<file path="src/rtl/core/ps2mc_pkg.sv">
`timescale 1ns / 1ps

package ps2mc_pkg;

  // Configuration register layout.
  localparam int CFG_BITS     = 12;
  localparam int CFG_IDX_BITS = 4;

  typedef enum logic [CFG_IDX_BITS-1:0] {
    REG_X_LIMIT = 4'd0,
    REG_Y_LIMIT = 4'd1,
    REG_X_HOME  = 4'd2,
    REG_Y_HOME  = 4'd3
  } cfg_idx_e;

  localparam logic [CFG_BITS-1:0] X_LIMIT_RST = 12'd639;
  localparam logic [CFG_BITS-1:0] Y_LIMIT_RST = 12'd199;
  localparam logic [CFG_BITS-1:0] X_HOME_RST  = 12'd160;
  localparam logic [CFG_BITS-1:0] Y_HOME_RST  = 12'd100;

  // Bit positions inside the flags byte.
  localparam int BTN_LEFT_BIT   = 0;
  localparam int BTN_RIGHT_BIT  = 1;
  localparam int BTN_MIDDLE_BIT = 2;
  localparam int SYNC_BIT       = 3;
  localparam int X_SIGN_BIT     = 4;
  localparam int Y_SIGN_BIT     = 5;

  typedef enum logic [1:0] {
    PH_FLAGS  = 2'd0,
    PH_MOVE_X = 2'd1,
    PH_MOVE_Y = 2'd2
  } phase_e;

  typedef struct packed {
    logic [CFG_BITS-1:0] x_limit;
    logic [CFG_BITS-1:0] y_limit;
    logic [CFG_BITS-1:0] x_home;
    logic [CFG_BITS-1:0] y_home;
    logic                load_x;
    logic                load_y;
  } cfg_t;

  typedef struct packed {
    logic       done;
    logic [7:0] flags;
    logic [7:0] move_x;
    logic [7:0] move_y;
  } frame_t;

endpackage

</file>
<file path="src/rtl/core/ps2mc_in_if.sv">
`timescale 1ns / 1ps

interface ps2mc_in_if;
  logic       valid;
  logic       ready;
  logic [7:0] rx_byte;
  logic       from_mouse;

  modport source (output valid, output rx_byte, output from_mouse, input ready);
  modport sink   (input valid, input rx_byte, input from_mouse, output ready);
endinterface

</file>
<file path="src/rtl/core/ps2mc_out_if.sv">
`timescale 1ns / 1ps

interface ps2mc_out_if #(
  parameter int COORD_BITS = 12
);
  logic                  valid;
  logic                  ready;
  logic [COORD_BITS-1:0] cursor_x;
  logic [COORD_BITS-1:0] cursor_y;
  logic                  left_pressed;
  logic                  right_pressed;
  logic                  middle_pressed;
  logic                  packet_done;

  modport source (
    output valid, output cursor_x, output cursor_y, output left_pressed,
    output right_pressed, output middle_pressed, output packet_done, input ready
  );
  modport sink (
    input valid, input cursor_x, input cursor_y, input left_pressed,
    input right_pressed, input middle_pressed, input packet_done, output ready
  );
endinterface

</file>
<file path="src/rtl/core/ps2mc_cfg_if.sv">
`timescale 1ns / 1ps

interface ps2mc_cfg_if;
  logic        valid;
  logic        ready;
  logic [3:0]  index;
  logic [11:0] data;

  modport source (output valid, output index, output data, input ready);
  modport sink   (input valid, input index, input data, output ready);
endinterface

</file>
<file path="src/rtl/core/ps2mc_cfg_regs.sv">
`timescale 1ns / 1ps

module ps2mc_cfg_regs (
  input  logic            clk,
  input  logic            rst_n,
  ps2mc_cfg_if.sink       cfg_ch,
  output ps2mc_pkg::cfg_t cfg
);
  import ps2mc_pkg::*;

  logic [CFG_BITS-1:0] x_limit_r, y_limit_r;
  logic                wr;

  assign cfg_ch.ready = 1'b1;
  assign wr           = cfg_ch.valid;

  // The home values take effect only by loading the cursor, so no copy is kept here.
  always_ff @(posedge clk) begin
    if (!rst_n) begin
      x_limit_r <= X_LIMIT_RST;
      y_limit_r <= Y_LIMIT_RST;
    end else if (wr) begin
      unique case (cfg_ch.index)
        REG_X_LIMIT: x_limit_r <= cfg_ch.data;
        REG_Y_LIMIT: y_limit_r <= cfg_ch.data;
        default: ;
      endcase
    end
  end

  always_comb begin
    cfg.x_limit = x_limit_r;
    cfg.y_limit = y_limit_r;
    // A home write moves the cursor at once, so the written value is passed straight on.
    cfg.x_home  = cfg_ch.data;
    cfg.y_home  = cfg_ch.data;
    cfg.load_x  = wr && (cfg_ch.index == REG_X_HOME);
    cfg.load_y  = wr && (cfg_ch.index == REG_Y_HOME);
  end

endmodule

</file>
<file path="src/rtl/core/ps2mc_framer.sv">
`timescale 1ns / 1ps

module ps2mc_framer (
  input  logic              clk,
  input  logic              rst_n,
  input  logic              fire,
  input  logic [7:0]        rx_byte,
  input  logic              from_mouse,
  output ps2mc_pkg::frame_t frame
);
  import ps2mc_pkg::*;

  phase_e     phase_r, phase_nxt;
  logic [7:0] flags_r, flags_nxt;
  logic [7:0] move_x_r, move_x_nxt;
  logic       done;

  always_ff @(posedge clk) begin
    if (!rst_n) begin
      phase_r  <= PH_FLAGS;
      flags_r  <= '0;
      move_x_r <= '0;
    end else begin
      phase_r  <= phase_nxt;
      flags_r  <= flags_nxt;
      move_x_r <= move_x_nxt;
    end
  end

  always_comb begin
    phase_nxt  = phase_r;
    flags_nxt  = flags_r;
    move_x_nxt = move_x_r;
    done       = 1'b0;
    if (fire && from_mouse) begin
      unique case (phase_r)
        PH_MOVE_X: begin
          move_x_nxt = rx_byte;
          phase_nxt  = PH_MOVE_Y;
        end
        PH_MOVE_Y: begin
          done      = 1'b1;
          phase_nxt = PH_FLAGS;
        end
        default: begin
          // A flags byte must carry the always-one bit; otherwise it is dropped to resync.
          if (rx_byte[SYNC_BIT]) begin
            flags_nxt = rx_byte;
            phase_nxt = PH_MOVE_X;
          end else begin
            phase_nxt = PH_FLAGS;
          end
        end
      endcase
    end
  end

  always_comb begin
    frame.done   = done;
    frame.flags  = flags_r;
    frame.move_x = move_x_r;
    frame.move_y = rx_byte;
  end

endmodule

</file>
<file path="src/rtl/core/ps2mc_cursor.sv">
`timescale 1ns / 1ps

module ps2mc_cursor #(
  parameter int COORD_BITS = 12
) (
  input  logic                  clk,
  input  logic                  rst_n,
  input  ps2mc_pkg::frame_t     frame,
  input  ps2mc_pkg::cfg_t       cfg,
  output logic [COORD_BITS-1:0] pos_x_nxt,
  output logic [COORD_BITS-1:0] pos_y_nxt,
  output logic [2:0]            btn_nxt
);
  import ps2mc_pkg::*;

  localparam int CW = ((COORD_BITS > CFG_BITS) ? COORD_BITS : CFG_BITS) + 2;
  localparam logic [CW-1:0] COORD_MAX = CW'((1 << COORD_BITS) - 1);

  logic [COORD_BITS-1:0] pos_x_r, pos_y_r;
  logic [2:0]            btn_r;
  logic signed [8:0]     dx9, dy9;
  logic signed [CW-1:0]  sum_x, sum_y;

  function automatic logic [COORD_BITS-1:0] clamp_coord(
    input logic signed [CW-1:0] v,
    input logic [CFG_BITS-1:0]  limit
  );
    logic [CW-1:0] lim;
    logic [CW-1:0] hi;
    logic [CW-1:0] res;
    lim = CW'(limit);
    hi  = (lim > COORD_MAX) ? COORD_MAX : lim;
    if (v[CW-1]) begin
      res = '0;
    end else if ($unsigned(v) > hi) begin
      res = hi;
    end else begin
      res = $unsigned(v);
    end
    return res[COORD_BITS-1:0];
  endfunction

  assign dx9   = signed'({frame.flags[X_SIGN_BIT], frame.move_x});
  assign dy9   = signed'({frame.flags[Y_SIGN_BIT], frame.move_y});
  assign sum_x = signed'(CW'(pos_x_r)) + CW'(dx9);
  assign sum_y = signed'(CW'(pos_y_r)) - CW'(dy9);

  always_comb begin
    pos_x_nxt = pos_x_r;
    pos_y_nxt = pos_y_r;
    btn_nxt   = btn_r;
    if (frame.done) begin
      pos_x_nxt = clamp_coord(sum_x, cfg.x_limit);
      pos_y_nxt = clamp_coord(sum_y, cfg.y_limit);
      btn_nxt   = {frame.flags[BTN_MIDDLE_BIT], frame.flags[BTN_RIGHT_BIT],
                   frame.flags[BTN_LEFT_BIT]};
    end
  end

  always_ff @(posedge clk) begin
    if (!rst_n) begin
      pos_x_r <= COORD_BITS'(X_HOME_RST);
      pos_y_r <= COORD_BITS'(Y_HOME_RST);
      btn_r   <= '0;
    end else begin
      pos_x_r <= cfg.load_x ? COORD_BITS'(cfg.x_home) : pos_x_nxt;
      pos_y_r <= cfg.load_y ? COORD_BITS'(cfg.y_home) : pos_y_nxt;
      btn_r   <= btn_nxt;
    end
  end

endmodule

</file>
<file path="src/rtl/core/ps2mc_out_skid.sv">
`timescale 1ns / 1ps

module ps2mc_out_skid #(
  parameter int W = 28
) (
  input  logic         clk,
  input  logic         rst_n,
  input  logic         in_valid,
  output logic         in_ready,
  input  logic [W-1:0] in_data,
  output logic         out_valid,
  input  logic         out_ready,
  output logic [W-1:0] out_data
);
  logic         out_valid_r, skid_valid_r;
  logic [W-1:0] out_data_r, skid_data_r;
  logic         take;
  logic         drain;

  assign in_ready  = !skid_valid_r;
  assign out_valid = out_valid_r;
  assign out_data  = out_data_r;
  assign take      = in_valid && in_ready;
  assign drain     = !out_valid_r || out_ready;

  always_ff @(posedge clk) begin
    if (!rst_n) begin
      out_valid_r  <= 1'b0;
      skid_valid_r <= 1'b0;
    end else begin
      priority if (skid_valid_r && drain) begin
        out_valid_r  <= 1'b1;
        skid_valid_r <= 1'b0;
      end else if (take && drain) begin
        out_valid_r <= 1'b1;
      end else if (take) begin
        // Output is stalled; park the new request in the skid stage.
        skid_valid_r <= 1'b1;
      end else if (out_ready) begin
        out_valid_r <= 1'b0;
      end
    end
  end

  always_ff @(posedge clk) begin
    if (skid_valid_r && drain) begin
      out_data_r <= skid_data_r;
    end else if (take && drain) begin
      out_data_r <= in_data;
    end
    if (take && !drain) begin
      skid_data_r <= in_data;
    end
  end

endmodule

</file>
<file path="src/rtl/core/ps2mc_if_files_note.sv">
`timescale 1ns / 1ps

// Registered flag that marks a pending result; used to qualify checks at the top.
module ps2mc_busy_flag (
  input  logic clk,
  input  logic rst_n,
  input  logic set,
  input  logic clr,
  output logic busy
);
  logic busy_r;

  always_ff @(posedge clk) begin
    if (!rst_n) begin
      busy_r <= 1'b0;
    end else if (set) begin
      busy_r <= 1'b1;
    end else if (clr) begin
      busy_r <= 1'b0;
    end
  end

  assign busy = busy_r;
endmodule

</file>
<file path="src/rtl/core/ps2_mouse_packet_cursor_top.sv">
`timescale 1ns / 1ps

// PS/2 mouse packet decoder with a clamped cursor.
// in_ch carries one byte per request with a flag telling whether it came from
// the mouse port. Keyboard bytes leave all state alone. Mouse bytes are framed
// into flags / X / Y packets; a flags byte without its always-one bit is dropped.
// On the Y byte the cursor moves by the 9-bit signed deltas and is clamped to
// 0..limit, and the three buttons are latched.
// out_ch returns exactly one result per input request: cursor, buttons and a
// packet_done flag. The result is registered in the output stage; one byte per
// cycle is sustained while the receiver keeps out_ch.ready high.
// A two-entry output stage (output register plus skid register) absorbs a
// stalled receiver: in_ch.ready drops only when both hold a result.
// cfg_ch writes x_limit, y_limit, x_home, y_home (index 0..3, others ignored);
// a home write moves the cursor to that value at once. cfg_ch.ready is always high.
// Reset (rst_n low, synchronous) restores the register defaults, puts the cursor
// at home, releases the buttons and expects a flags byte.
module ps2_mouse_packet_cursor_top #(
  parameter int COORD_BITS = 12
) (
  input  logic        clk,
  input  logic        rst_n,
  ps2mc_in_if.sink    in_ch,
  ps2mc_out_if.source out_ch,
  ps2mc_cfg_if.sink   cfg_ch
);
  import ps2mc_pkg::*;

  localparam int RES_W = 2 * COORD_BITS + 4;
  localparam int CW    = ((COORD_BITS > CFG_BITS) ? COORD_BITS : CFG_BITS) + 2;

  cfg_t                  cfg;
  frame_t                frame;
  logic                  in_fire;
  logic                  in_ready;
  logic [COORD_BITS-1:0] pos_x_nxt, pos_y_nxt;
  logic [2:0]            btn_nxt;
  logic [RES_W-1:0]      res_data, out_data;
  logic                  pending;

  assign in_ch.ready = in_ready;
  assign in_fire     = in_ch.valid && in_ready;

  ps2mc_cfg_regs u_cfg (
    .clk    (clk),
    .rst_n  (rst_n),
    .cfg_ch (cfg_ch),
    .cfg    (cfg)
  );

  ps2mc_framer u_framer (
    .clk        (clk),
    .rst_n      (rst_n),
    .fire       (in_fire),
    .rx_byte    (in_ch.rx_byte),
    .from_mouse (in_ch.from_mouse),
    .frame      (frame)
  );

  ps2mc_cursor #(.COORD_BITS(COORD_BITS)) u_cursor (
    .clk       (clk),
    .rst_n     (rst_n),
    .frame     (frame),
    .cfg       (cfg),
    .pos_x_nxt (pos_x_nxt),
    .pos_y_nxt (pos_y_nxt),
    .btn_nxt   (btn_nxt)
  );

  assign res_data = {pos_x_nxt, pos_y_nxt, btn_nxt, frame.done};

  ps2mc_out_skid #(.W(RES_W)) u_skid (
    .clk       (clk),
    .rst_n     (rst_n),
    .in_valid  (in_ch.valid),
    .in_ready  (in_ready),
    .in_data   (res_data),
    .out_valid (out_ch.valid),
    .out_ready (out_ch.ready),
    .out_data  (out_data)
  );

  assign out_ch.cursor_x       = out_data[RES_W-1 -: COORD_BITS];
  assign out_ch.cursor_y       = out_data[COORD_BITS+3 -: COORD_BITS];
  assign out_ch.middle_pressed = out_data[3];
  assign out_ch.right_pressed  = out_data[2];
  assign out_ch.left_pressed   = out_data[1];
  assign out_ch.packet_done    = out_data[0];

  ps2mc_busy_flag u_pending (
    .clk   (clk),
    .rst_n (rst_n),
    .set   (in_fire),
    .clr   (out_ch.valid && out_ch.ready),
    .busy  (pending)
  );

  // After every accepted byte, out_ch.valid is high in the next cycle.
  a_result_follows: assert property (@(posedge clk) disable iff (!rst_n)
    in_fire |=> out_ch.valid)
    else $error("accepted byte did not produce a result");

  // Input is held off only while a result is still waiting.
  a_stall_cause: assert property (@(posedge clk) disable iff (!rst_n)
    !in_ready |-> (out_ch.valid && pending))
    else $error("input stalled with no pending result");

  // A completed packet never places the cursor past its bounds.
  a_clamp_x: assert property (@(posedge clk) disable iff (!rst_n)
    (out_ch.valid && out_ch.packet_done) |->
      (CW'(out_ch.cursor_x) <= CW'(cfg.x_limit)))
    else $error("cursor x beyond limit");

  a_clamp_y: assert property (@(posedge clk) disable iff (!rst_n)
    (out_ch.valid && out_ch.packet_done) |->
      (CW'(out_ch.cursor_y) <= CW'(cfg.y_limit)))
    else $error("cursor y beyond limit");

endmodule

</file>
<file path="src/flat_wrapper.sv">
// flat-port wrapper written by rule: the top's interface ports become plain ports
module ps2_mouse_packet_cursor_top_flat import ps2mc_pkg::*;
#(
  parameter int COORD_BITS = 12
)
  (clk, rst_n, in_ch_valid, in_ch_rx_byte, in_ch_from_mouse, in_ch_ready, out_ch_valid, out_ch_cursor_x, out_ch_cursor_y, out_ch_left_pressed, out_ch_right_pressed, out_ch_middle_pressed, out_ch_packet_done, out_ch_ready, cfg_ch_valid, cfg_ch_index, cfg_ch_data, cfg_ch_ready);
  ps2mc_in_if in_ch_i ();
  ps2mc_out_if #(.COORD_BITS(COORD_BITS)) out_ch_i ();
  ps2mc_cfg_if cfg_ch_i ();
  input  logic clk;
  input  logic rst_n;
  input wire logic [$bits(in_ch_i.valid)-1:0] in_ch_valid;
  input wire logic [$bits(in_ch_i.rx_byte)-1:0] in_ch_rx_byte;
  input wire logic [$bits(in_ch_i.from_mouse)-1:0] in_ch_from_mouse;
  output wire logic [$bits(in_ch_i.ready)-1:0] in_ch_ready;
  output wire logic [$bits(out_ch_i.valid)-1:0] out_ch_valid;
  output wire logic [$bits(out_ch_i.cursor_x)-1:0] out_ch_cursor_x;
  output wire logic [$bits(out_ch_i.cursor_y)-1:0] out_ch_cursor_y;
  output wire logic [$bits(out_ch_i.left_pressed)-1:0] out_ch_left_pressed;
  output wire logic [$bits(out_ch_i.right_pressed)-1:0] out_ch_right_pressed;
  output wire logic [$bits(out_ch_i.middle_pressed)-1:0] out_ch_middle_pressed;
  output wire logic [$bits(out_ch_i.packet_done)-1:0] out_ch_packet_done;
  input wire logic [$bits(out_ch_i.ready)-1:0] out_ch_ready;
  input wire logic [$bits(cfg_ch_i.valid)-1:0] cfg_ch_valid;
  input wire logic [$bits(cfg_ch_i.index)-1:0] cfg_ch_index;
  input wire logic [$bits(cfg_ch_i.data)-1:0] cfg_ch_data;
  output wire logic [$bits(cfg_ch_i.ready)-1:0] cfg_ch_ready;
  assign in_ch_i.valid = in_ch_valid;
  assign in_ch_i.rx_byte = in_ch_rx_byte;
  assign in_ch_i.from_mouse = in_ch_from_mouse;
  assign in_ch_ready = in_ch_i.ready;
  assign out_ch_valid = out_ch_i.valid;
  assign out_ch_cursor_x = out_ch_i.cursor_x;
  assign out_ch_cursor_y = out_ch_i.cursor_y;
  assign out_ch_left_pressed = out_ch_i.left_pressed;
  assign out_ch_right_pressed = out_ch_i.right_pressed;
  assign out_ch_middle_pressed = out_ch_i.middle_pressed;
  assign out_ch_packet_done = out_ch_i.packet_done;
  assign out_ch_i.ready = out_ch_ready;
  assign cfg_ch_i.valid = cfg_ch_valid;
  assign cfg_ch_i.index = cfg_ch_index;
  assign cfg_ch_i.data = cfg_ch_data;
  assign cfg_ch_ready = cfg_ch_i.ready;
  ps2_mouse_packet_cursor_top #(.COORD_BITS(COORD_BITS)) u_core (.clk(clk), .rst_n(rst_n), .in_ch(in_ch_i), .out_ch(out_ch_i), .cfg_ch(cfg_ch_i));
endmodule
</file>
<file path="config.mk">
export PLATFORM = sky130hd
export DESIGN_NAME = ps2_mouse_packet_cursor_top_flat
export DESIGN_NICKNAME = d
export VERILOG_FILES = /design/src/rtl/core/ps2mc_pkg.sv /design/src/rtl/core/ps2mc_in_if.sv /design/src/rtl/core/ps2mc_out_if.sv /design/src/rtl/core/ps2mc_cfg_if.sv /design/src/rtl/core/ps2mc_cfg_regs.sv /design/src/rtl/core/ps2mc_framer.sv /design/src/rtl/core/ps2mc_cursor.sv /design/src/rtl/core/ps2mc_out_skid.sv /design/src/rtl/core/ps2mc_if_files_note.sv /design/src/rtl/core/ps2_mouse_packet_cursor_top.sv /design/src/flat_wrapper.sv
export SDC_FILE = /design/constraint.sdc
export NUM_CORES = 1
export LEC_CHECK = 0
export BUFFER_PORTS_ARGS = -buffer_cell sky130_fd_sc_hd__buf_2
export CAP_MARGIN = 20
export CORE_MARGIN = 2
export CORE_UTILIZATION = 30
export DETAILED_ROUTE_END_ITERATION = 10
export HOLD_SLACK_MARGIN = 0.1
export PLACE_DENSITY = 0.47
export SYNTH_ARGS = -nofsm -noshare
export SYNTH_HDL_FRONTEND = slang
export SYNTH_SLANG_ARGS = --single-unit
</file>
<file path="constraint.sdc">
create_clock -name clk -period 4.1 [get_ports clk]
set_input_delay 0.205 -clock clk [delete_from_list [all_inputs] [get_ports clk]]
set_output_delay 0.205 -clock clk [all_outputs]
set_load 0.02 [all_outputs]
</file>
Word-level counts from Yosys, hierarchy flattened
Cells that the tools add are included.
W data, S select, Z words.
{ "totals": {"regBits": 125, "out_inout_bits": 31, "wordCells": 66} }
{ "classes": {"addsub": 2, "n_lt_le_gt_ge": 2, "eq_ne": 6, "muxes": 19, "bitwise_logic": 3, "n_reduce_logical": 22} }
{ "ops": {"columns": ["operator", "n"], "rows": [
  ["$mux W12", 8],
  ["$mux W28", 2],
  ["$gt A14 B12 Y1", 2],
  ["$add A13 B9 Y14", 1],
  ["$sub A13 B9 Y14", 1],
  ["$reduce_and A2 Y1", 5],
  ["$eq A4 B2 Y1 const B", 2],
  ["$logic_and A1 B1 Y1", 7],
  ["$mux W1", 7],
  ["$eq A4 B1 Y1 const B", 1],
  ["$logic_not A4 Y1", 1],
  ["$pmux W2 S2", 1],
  ["$reduce_or A2 Y1", 2],
  ["$logic_not A1 Y1", 3],
  ["$mux W3", 1],
  ["$ne A3 B3 Y1 const B", 1],
  ["$not A1 Y1", 3],
  ["$reduce_and A3 Y1", 1],
  ["$reduce_bool A3 Y1", 1],
  ["$eq A2 B1 Y1 const B", 1],
  ["$eq A2 B2 Y1 const B", 1],
  ["$reduce_bool A2 Y1", 1],
  ["$logic_or A1 B1 Y1", 1]
]} }

Depth between registers and ports, before layout
Gate-level depths: netlist (run 1).
{ "logic_depth": {"depth_word": 7, "ltp_mapped": 19, "ltp_nobuf": 18} }

Modules after synthesis
From an unflattened synthesis (run 1), not the netlist that was laid out.
{ "hier_totals": {"hier_cells": 788, "area_unflattened_um2": 7731.2} }
{ "by_module_without_submodules": {"columns": ["module", "n_inst", "cells_each", "area_per_inst_um2", "seq_area_each_um2"], "rows": [
  ["ps2mc_cursor", 1, 474, 3495.9, 540.5],
  ["ps2mc_out_skid", 1, 96, 2197.1, 1721.7],
  ["ps2mc_cfg_regs", 1, 134, 1224.9, 480.5],
  ["ps2mc_framer", 1, 83, 807.0, 360.3],
  ["ps2_mouse_packet_cursor_top", 1, 1, 6.3, 0.0]
]} }

Worst setup path before layout (run 1)
OpenSTA, ideal clock, no wires.
{ "synth_path": {"kind": "register to register", "startpoint": "register u_core.u_cursor.pos_y_r[0]", "endpoint": "register u_core.u_skid.out_data_r[11] (netlist: u_core.u_skid.out_data[11]) (data pin)", "setup_ns": 0.260, "arrival_ns": 3.963, "t_required_ns": 3.840, "path_slack_ns": -0.124, "stages_incl_launch_ff": 20, "n_path_buf": 1, "synth_period_minus_slack_ns": 4.224, "cell_sequence": "dfxtp_1 > inv_1 > ha_1 > inv_1 > fa_1 > a21o_1 > a41oi_1 > a211oi_2 > o21a_1 > nor2_1 > xnor2_1 > ha_1 > nand4_1 > nor2_1 > a211oi_1 > a21oi_1 > clkbuf_1 > o311a_1 > a311o_1 > mux2_4"} }
{ "synth_via": {"elab_chain_cells": 7} }
{ "synth_rtl": {"columns": ["item", "line_no", "rtl"], "rows": [
  ["start, declared", "ps2mc_cursor.sv:19", "logic [COORD_BITS-1:0] pos_x_r, pos_y_r;"],
  ["start signal, assigned", "ps2mc_cursor.sv:63", "pos_y_r <= COORD_BITS'(Y_HOME_RST);"],
  ["start signal, assigned", "ps2mc_cursor.sv:67", "pos_y_r <= cfg.load_y ? COORD_BITS'(cfg.y_home) : pos_y_nxt;"],
  ["$sub A13 B9 Y14 (*)", "ps2mc_cursor.sv:46", "assign sum_y = signed'(CW'(pos_y_r)) - CW'(dy9);"],
  ["$gt A14 B12 Y1", "ps2mc_cursor.sv:35", "end else if ($unsigned(v) > hi) begin"],
  ["$mux W12", "ps2mc_cursor.sv:35", null],
  ["$mux W12 (*)", "ps2mc_cursor.sv:33", "if (v[CW-1]) begin"],
  ["$mux W12 (*)", "ps2mc_cursor.sv:52", "if (frame.done) begin"],
  ["via u_core.pos_y_nxt[7]", "ps2_mouse_packet_cursor_top.sv:36", "logic [COORD_BITS-1:0] pos_x_nxt, pos_y_nxt;"],
  ["$mux W28 (*)", "ps2mc_out_skid.sv:48", "end else if (take && drain) begin"],
  ["$mux W28 (*)", "ps2mc_out_skid.sv:46", "if (skid_valid_r && drain) begin"],
  ["end signal, assigned", "ps2mc_out_skid.sv:47", "out_data_r <= skid_data_r;"],
  ["end signal, assigned", "ps2mc_out_skid.sv:49", "out_data_r <= in_data;"],
  ["end, declared", "ps2mc_out_skid.sv:16", "logic [W-1:0] out_data_r, skid_data_r;"]
]} }
Mark *: on every way through the listed nets, which the timed path passes. The rest lies on a longest branch. The select of a mux whose other input is x is not followed.
A chain may end at the register's enable or synchronous reset.

Worst setup path in the final report (run 1)
{ "layout_path": {"startpoint": "register u_core.u_cursor.pos_y_r[0]", "endpoint": "register u_core.u_skid.out_data_r[4] (netlist: u_core.u_skid.out_data[4]) (data pin)"} }
{ "layout_via": {"elab_chain_cells": 7} }
{ "layout_rtl": {"columns": ["item", "line_no"], "rows": [
  ["$sub A13 B9 Y14", "ps2mc_cursor.sv:46"],
  ["$gt A14 B12 Y1", "ps2mc_cursor.sv:35"],
  ["$mux W12", "ps2mc_cursor.sv:35"],
  ["$mux W12", "ps2mc_cursor.sv:33"],
  ["$mux W12 (*)", "ps2mc_cursor.sv:52"],
  ["via u_core.pos_y_nxt[0]", "ps2_mouse_packet_cursor_top.sv:36"],
  ["$mux W28 (*)", "ps2mc_out_skid.sv:48"],
  ["$mux W28 (*)", "ps2mc_out_skid.sv:46"]
]} }
Marks and branches as above.

==> results.cfg, run 1 <==
[grt]
first_global_vias = 5944
antenna_found_initial = 0
grt_pass1_wl_um = 34000
grt_max_degree = 39
grt-ovfl-total = 0
grt_usage_pct = 18.2

[floorplanning]
num_rows = 56
fp.dieH_um = 158
fp.dieArea_um2 = 24900
core-area_um2 = 23300
ioPinCount = 61
die_w_um = 158
start_util_pct = 30.4

[sta]
period_minus_slack_ns = 4.22
min_period_over_period_pct = 103
setup_viol = 6
fmax_mhz = 237
rsz0062_at_grt = true
relSlewSlack_pct = 51.4
setup_slack_ns = -0.123
worstMarginPinSlew_ns = 0.727
hold_viol = 0
final-max-slew-violation-count = 0
clock-skew-final_ns = 0.0104

[worst_setup_path]
required_ns = 4.27
worst-path-buf-inv = 4
crit_fanout = 4
critPathMaxStageDelay_ns = 0.34
end_kind = register
worst_path_max_delay_cell = o311a_1
crit_chain = inv_2, ha_4, inv_2, fa_2, a21o_1, a41oi_2, a211oi_2, o21a_1, nor2_2, xnor2_2, ha_1, nand4_1, buf_4, nor4_4, buf_4, a21oi_4, o311a_1, a221o_1, mux2_4
cp_data_arrival_time_ns = 4.40
cp_top_family = compound AO/OA/AOI/OAI gates
cp-start-kind = register
crit_type = reg2reg

[detailed_routing]
via_per_inst = 4.98
drt-initial-drc-count = 344
drc = 0
drt-pass1-iter-count = 5
final_antenna_net_count = 0
drt-total-wl_um = 21900
vias = 6209
wl_per_cell_um = 17.5

[cts]
clock_latency_ns = 0.42
root_buffer = clkbuf_16
cts_sinks = 124
cts.path.max_buffers = 2
cts_buffers = 17
clkTransAtPathRegs_ns = 0.06
h-tree-depth = 4
cts_tree = yes

[final_layout]
final-seq-area_um2 = 3060
nFillCells = 2337
multiInputGateArea_um2 = 4070
diodes = 0
fin_nets = 1000
stdcell_count = 1248
final_util_pct = 41.1
syn_to_final_growth_pct = 35.3
drive_above_1_share_pct = 32.5

[pwr]
cellPowerDensity_nw_per_um2 = 355
ir_drop_uv = 248
p_leak_nw = 4.08

[placed_design]
port_buffers = 59
gp_congestion = 0.874
dp_cells = 1190
dp_hpwl_um = 15900

[yosys]
syn_area_um2 = 7080
synth_cells = 747
yosys_warnings = 0
syn_area_per_cell_um2 = 9.48
synth_edf_count = 56
synth_fp_nets = 831
synthFlopType = dfxtp_1
yosysUniqueCellTypes = 63
ys_seq_area_share_pct = 43.0
synthArstFlopShare_pct = 0
yosys_register_bits = 124

[flow_run]
drv_cap = 0

[outcome]
status = finished, violations left
violations = negative setup slack

[min_path]
hp-class = in2reg
==> synthesized netlist by cell type, types with 13 or more instances <==
cell type  instances  area, um2
a31oi_1           25        156
mux2_2            13        146
clkbuf_1          26       97.6
mux2i_1           23        230
nand2_1           94        353
o211ai_1          20        150
nor2_1            58        218
inv_1             54        203
edfxtp_1          56       1680
ha_1              52        651
a21oi_1           39        195
dfxtp_1           68       1360
o21ai_0           31        155
==> state kept, by name, summed over array words and instances, names as in the netlist <==
register / cells
u_core.u_cfg.x_limit_r: 12
u_core.u_cfg.y_limit_r: 12
u_core.u_cursor.btn_r: 3
u_core.u_cursor.pos_x_r: 12
u_core.u_cursor.pos_y_r: 12
u_core.u_framer.flags_r: 5
u_core.u_framer.move_x_r: 8
u_core.u_framer.phase_r: 2
u_core.u_skid.out_data: 28
u_core.u_skid.out_valid: 1
u_core.u_skid.skid_data_r: 28
u_core.u_skid.skid_valid_r: 1
==> cells by family (layout without fill, tap and decap cells) <==
logic type | after synthesis | after routing | synth area share (%)
and+or+nand+nor | 227 | 227 | 14.6
AOI/OAI and AO/OA | 198 | 199 | 19.6
DFF | 124 | 124 | 43.0
buffers and inverters | 87 | 268 | 4.81
adders and majority gates | 54 | 54 | 9.75
muxes | 40 | 40 | 6.17
xor gates and xnor gates | 16 | 16 | 1.98
other | 1 | 1 | 0.0530
==> worst register-to-register path, stage by stage, from the launching register on <==
cell and delay (ns):
dfxtp_2 0.33, inv_2 0.06, ha_4 0.13, inv_2 0.03, fa_2 0.33, a21o_1 0.22
a41oi_2 0.23, a211oi_2 0.12, o21a_1 0.21, nor2_2 0.14, xnor2_2 0.08, ha_1 0.30
nand4_1 0.16, buf_4 0.19, nor4_4 0.28, buf_4 0.19, a21oi_4 0.05, o311a_1 0.34
a221o_1 0.32, mux2_4 0.27
==> layout by cell type (no fill, tap or decap), types with 22 or more instances in the layout <==
master    synthesis  final
nor2_1           58     55
buf_4             1    109
nand2_1          94     94
a21oi_1          39     32
dfxtp_1          68     57
o21ai_0          31     29
buf_2             1     59
inv_1            54     51
edfxtp_1         56     56
ha_1             52     45
a31oi_1          25     22
==> per-layer routing <==
| metal | global-route usage, % | vias up | part of all wire, % |
|---|---|---|---|
| met3 | 3.31 | 14 | 4.0 |
| met1 | 27.1 | 2991 | 52 |
| met5 | 0 | - | 0 |
| met2 | 27.2 | 125 | 43 |
| li1 | - | 3079 | - |
| met4 | 3.94 | 0 | 0.94 |
==> worst paths after layout <==
kind / from / endpoint / slack [ns] / depth (start not counted)
hold / removal: cfg_ch_data[9] / u_core.u_cfg.x_limit_r[9]$_SDFFE_PN1P_ / 0.12 / 3
setup / recovery: u_core.u_cursor.pos_y_r[0]$_SDFF_PN0_ / u_core.u_skid.out_data[4]$_DFFE_PP_ / -0.12 / 19
setup reg to reg: u_core.u_cursor.pos_y_r[0]$_SDFF_PN0_ / u_core.u_skid.out_data[4]$_DFFE_PP_ / -0.12 / 19
hold reg to reg: u_core.u_framer.move_x_r[4]$_SDFFE_PN0P_ / u_core.u_framer.move_x_r[4]$_SDFFE_PN0P_ / 0.47 / 2
==> metrics by stage <==
stage                     setup slack (ns)  hold slack, ns  cell area, um2  total power [W]  setup TNS (ns)
final                               -0.123           0.115            9580          0.00340          -0.270
after global routing                -0.247           0.113            9580          0.00354           -3.07
after CTS                         -0.00236           0.107            9190          0.00339        -0.00236
after detailed placement            -0.391           0.468            8420          0.00183           -9.22
after global placement              -0.343           0.456            8420          0.00183           -8.41
after floorplan                     0.0263           0.329            7110          0.00163               0
==> cell type report <==
| cell class | count | share of cell area, % |
|---|---|---|
| multi-input combinational | 537 | 42.5 |
| clock buffer | 18 | 4.48 |
| tap | 319 | 4.17 |
| inverter | 55 | 2.16 |
| sequential | 124 | 31.9 |
| timing repair buffer | 181 | 13.2 |
| clock inverter | 14 | 1.67 |
==> where the power goes <==
part	leakage [nW]	internal [W]	switching [W]
registers	1.08	0.00133	0.0000158
clock network	0.280	0.000907	0.000610
logic	2.72	0.000242	0.000296
total	4.08	0.00248	0.000922
==> timing repair <==
item	in CTS	in global routing
setup buffers	5	12
gates cloned	1	0
pin swaps	19	50
endpoints found under the setup margin	57	64
hold buffers	7	0
resized for setup	14	65
endpoints found under the hold margin	10	0
No activity file was read; power rests on OpenSTA's default activity.
==> run 2, diff against run 1 <==
Settings changed: BUFFER_PORTS_ARGS -buffer_cell sky130_fd_sc_hd__buf_2 to -buffer_cell sky130_fd_sc_hd__clkbuf_2.
==> run 2 against run 1 <==
  * The run now ends clean
  * Core utilization rose by 0.059 points
  * Global-route usage shrank 0.11 points
  * Via count down 0.42%
  * Critical path depth fell by 3
  * Wire length barely moved
  * Critical path type unchanged
==> results.cfg, run 2 (synthesis results as in run 1) <==
[floorplanning]
fp.dieArea_um2 = 24900
core-area_um2 = 23300
die_w_um = 158
fp.dieH_um = 158
num_rows = 56
ioPinCount = 61
start_util_pct = 30.4

[worst_setup_path]
end_kind = register
crit_type = reg2reg
cp_data_arrival_time_ns = 4.27
required_ns = 4.27
crit_chain = ha_1, nor2b_2, o31ai_2, buf_4, a211o_1, nand2_1, buf_4, xor2_1, ha_1, a21o_1, a21o_1, a211oi_4, a21oi_4, o311a_1, a311o_1, mux2_4
critPathMaxStageDelay_ns = 0.39
worst_path_max_delay_cell = a211oi_4
crit_fanout = 5
cp-start-kind = register

[detailed_routing]
wl_met1_um = 11200
via_per_inst = 4.95
drc = 0
wl_met2_um = 9380
wl_met3_um = 969
wl_per_cell_um = 17.5
final_antenna_net_count = 0
drt-total-wl_um = 21800
top_layer_used = met4
drt-pass1-iter-count = 4
drt-initial-drc-count = 300
vias = 6183

[final_layout]
layout_commonest_cell = buf_4
final_util_pct = 41.1
fin_nets = 1002
nFillCells = 2361
diodes = 0
drive_above_1_share_pct = 32.0
most-common-layout-cells = buf_4, nand2_1, dfxtp_1
stdcell_count = 1250
syn_to_final_growth_pct = 35.5

[sta]
hold_viol = 0
relSlewSlack_pct = 39.9
whs_ns = 0.110
final-max-slew-violation-count = 0
fmax_mhz = 244
setup_viol = 0
min_period_over_period_pct = 99.9
tns_ns = 0
worstMarginPinSlew_ns = 0.897
clock-skew-final_ns = 0.0116
rsz0062_at_grt = true
period_minus_slack_ns = 4.10

[cts]
cts_buffers = 17
cts_tree = yes
h-tree-depth = 4
cts.path.max_buffers = 2
clkTransAtPathRegs_ns = 0.06
cts_sinks = 124
clock_latency_ns = 0.42
root_buffer = clkbuf_16

[placed_design]
dp_hpwl_um = 16000
dp_cells = 1197
port_buffers = 59
gp_congestion = 0.915

[grt]
grt_pass1_wl_um = 34000
grt_max_degree = 39
first_global_vias = 5934
antenna_found_initial = 0
grt-ovfl-total = 0
grt_usage_pct = 18.1

[pwr]
cellPowerDensity_nw_per_um2 = 355
ir_drop_uv = 270
p_leak_nw = 4.12

[min_path]
hp-class = in2reg

[flow_run]
drv_cap = 0

[outcome]
status = complete, no violations
run 2: cell count changes in the layout (fill, tap and decap cells not counted), moves of 3 or more:
cell,delta
dfxtp_2,-6
a21oi_1,+3
clkbuf_2,+59
buf_4,+4
buf_2,-59
dfxtp_1,+6
a21oi_2,-3
run 2: worst paths after layout:
check | slack (ns) | to | cells after the start | startpoint
worst min register to register | 0.48 | u_core.u_framer.move_x_r[0]$_SDFFE_PN0P_ | 2 | u_core.u_framer.move_x_r[0]$_SDFFE_PN0P_
worst max register to register | 0.002 | u_core.u_skid.out_data[11]$_DFFE_PP_ | 16 | u_core.u_cursor.pos_y_r[1]$_SDFF_PN0_
worst max-delay path | 0.002 | u_core.u_skid.out_data[11]$_DFFE_PP_ | 16 | u_core.u_cursor.pos_y_r[1]$_SDFF_PN0_
worst min-delay path | 0.11 | u_core.u_skid.skid_valid_r$_SDFFE_PP0P_ | 3 | in_ch_valid
run 2: metal layers:
layer | up-vias | GRT usage (%)
met4 | 0 | 4.89
li1 | 3081 | -
met1 | 2954 | 26.5
met2 | 127 | 26.8
met3 | 21 | 3.70
met5 | - | 0
run 2: power by group:
part           switching, W  internal [W]
sequential        0.0000170       0.00133
combinational      0.000294      0.000238
clock              0.000622      0.000905
run 2: critical path, delay by kind of cell, from the launching register on:
family / cells / cell delay, ns
flip-flops: 1 / 0.33
buffers and inverters: 2 / 0.26
AO/OA/AOI/OAI: 8 / 1.94
adder cells (fa/ha/maj): 2 / 0.57
XOR/XNOR: 1 / 0.21
multiplexers: 1 / 0.27
AND/OR/NAND/NOR: 2 / 0.28
run 2: cell type report:
| type | instances | area [um2] | area share [%] |
|---|---|---|---|
| repair buffers | 183 | 1270 | 13.2 |
| flip-flops and latches | 124 | 3050 | 31.8 |
| inverters | 55 | 206 | 2.15 |
| multi-input cells | 537 | 4080 | 42.5 |
| well taps | 319 | 399 | 4.16 |
| clock inverters | 15 | 164 | 1.71 |
| clock buffers | 17 | 425 | 4.43 |
run 2: timing repair:
item	in CTS	in global routing
resized for setup	20	53
cloned	1	0
pin swaps	20	32
endpoints found under the hold margin	7	0
buffers inserted	5	9
hold buffers	5	0
setup endpoints to repair	41	66
run 2: stage by stage:
step / cell area (um2) / total power (W) / worst slack [ns]
floorplan: 7110 / 0.00163 / 0.0263
global placement: 8470 / 0.00184 / -0.254
detailed placement: 8470 / 0.00184 / -0.308
CTS: 9250 / 0.00341 / 0.00196
global route: 9590 / 0.00354 / -0.154
finish: 9590 / 0.00340 / 0.00222
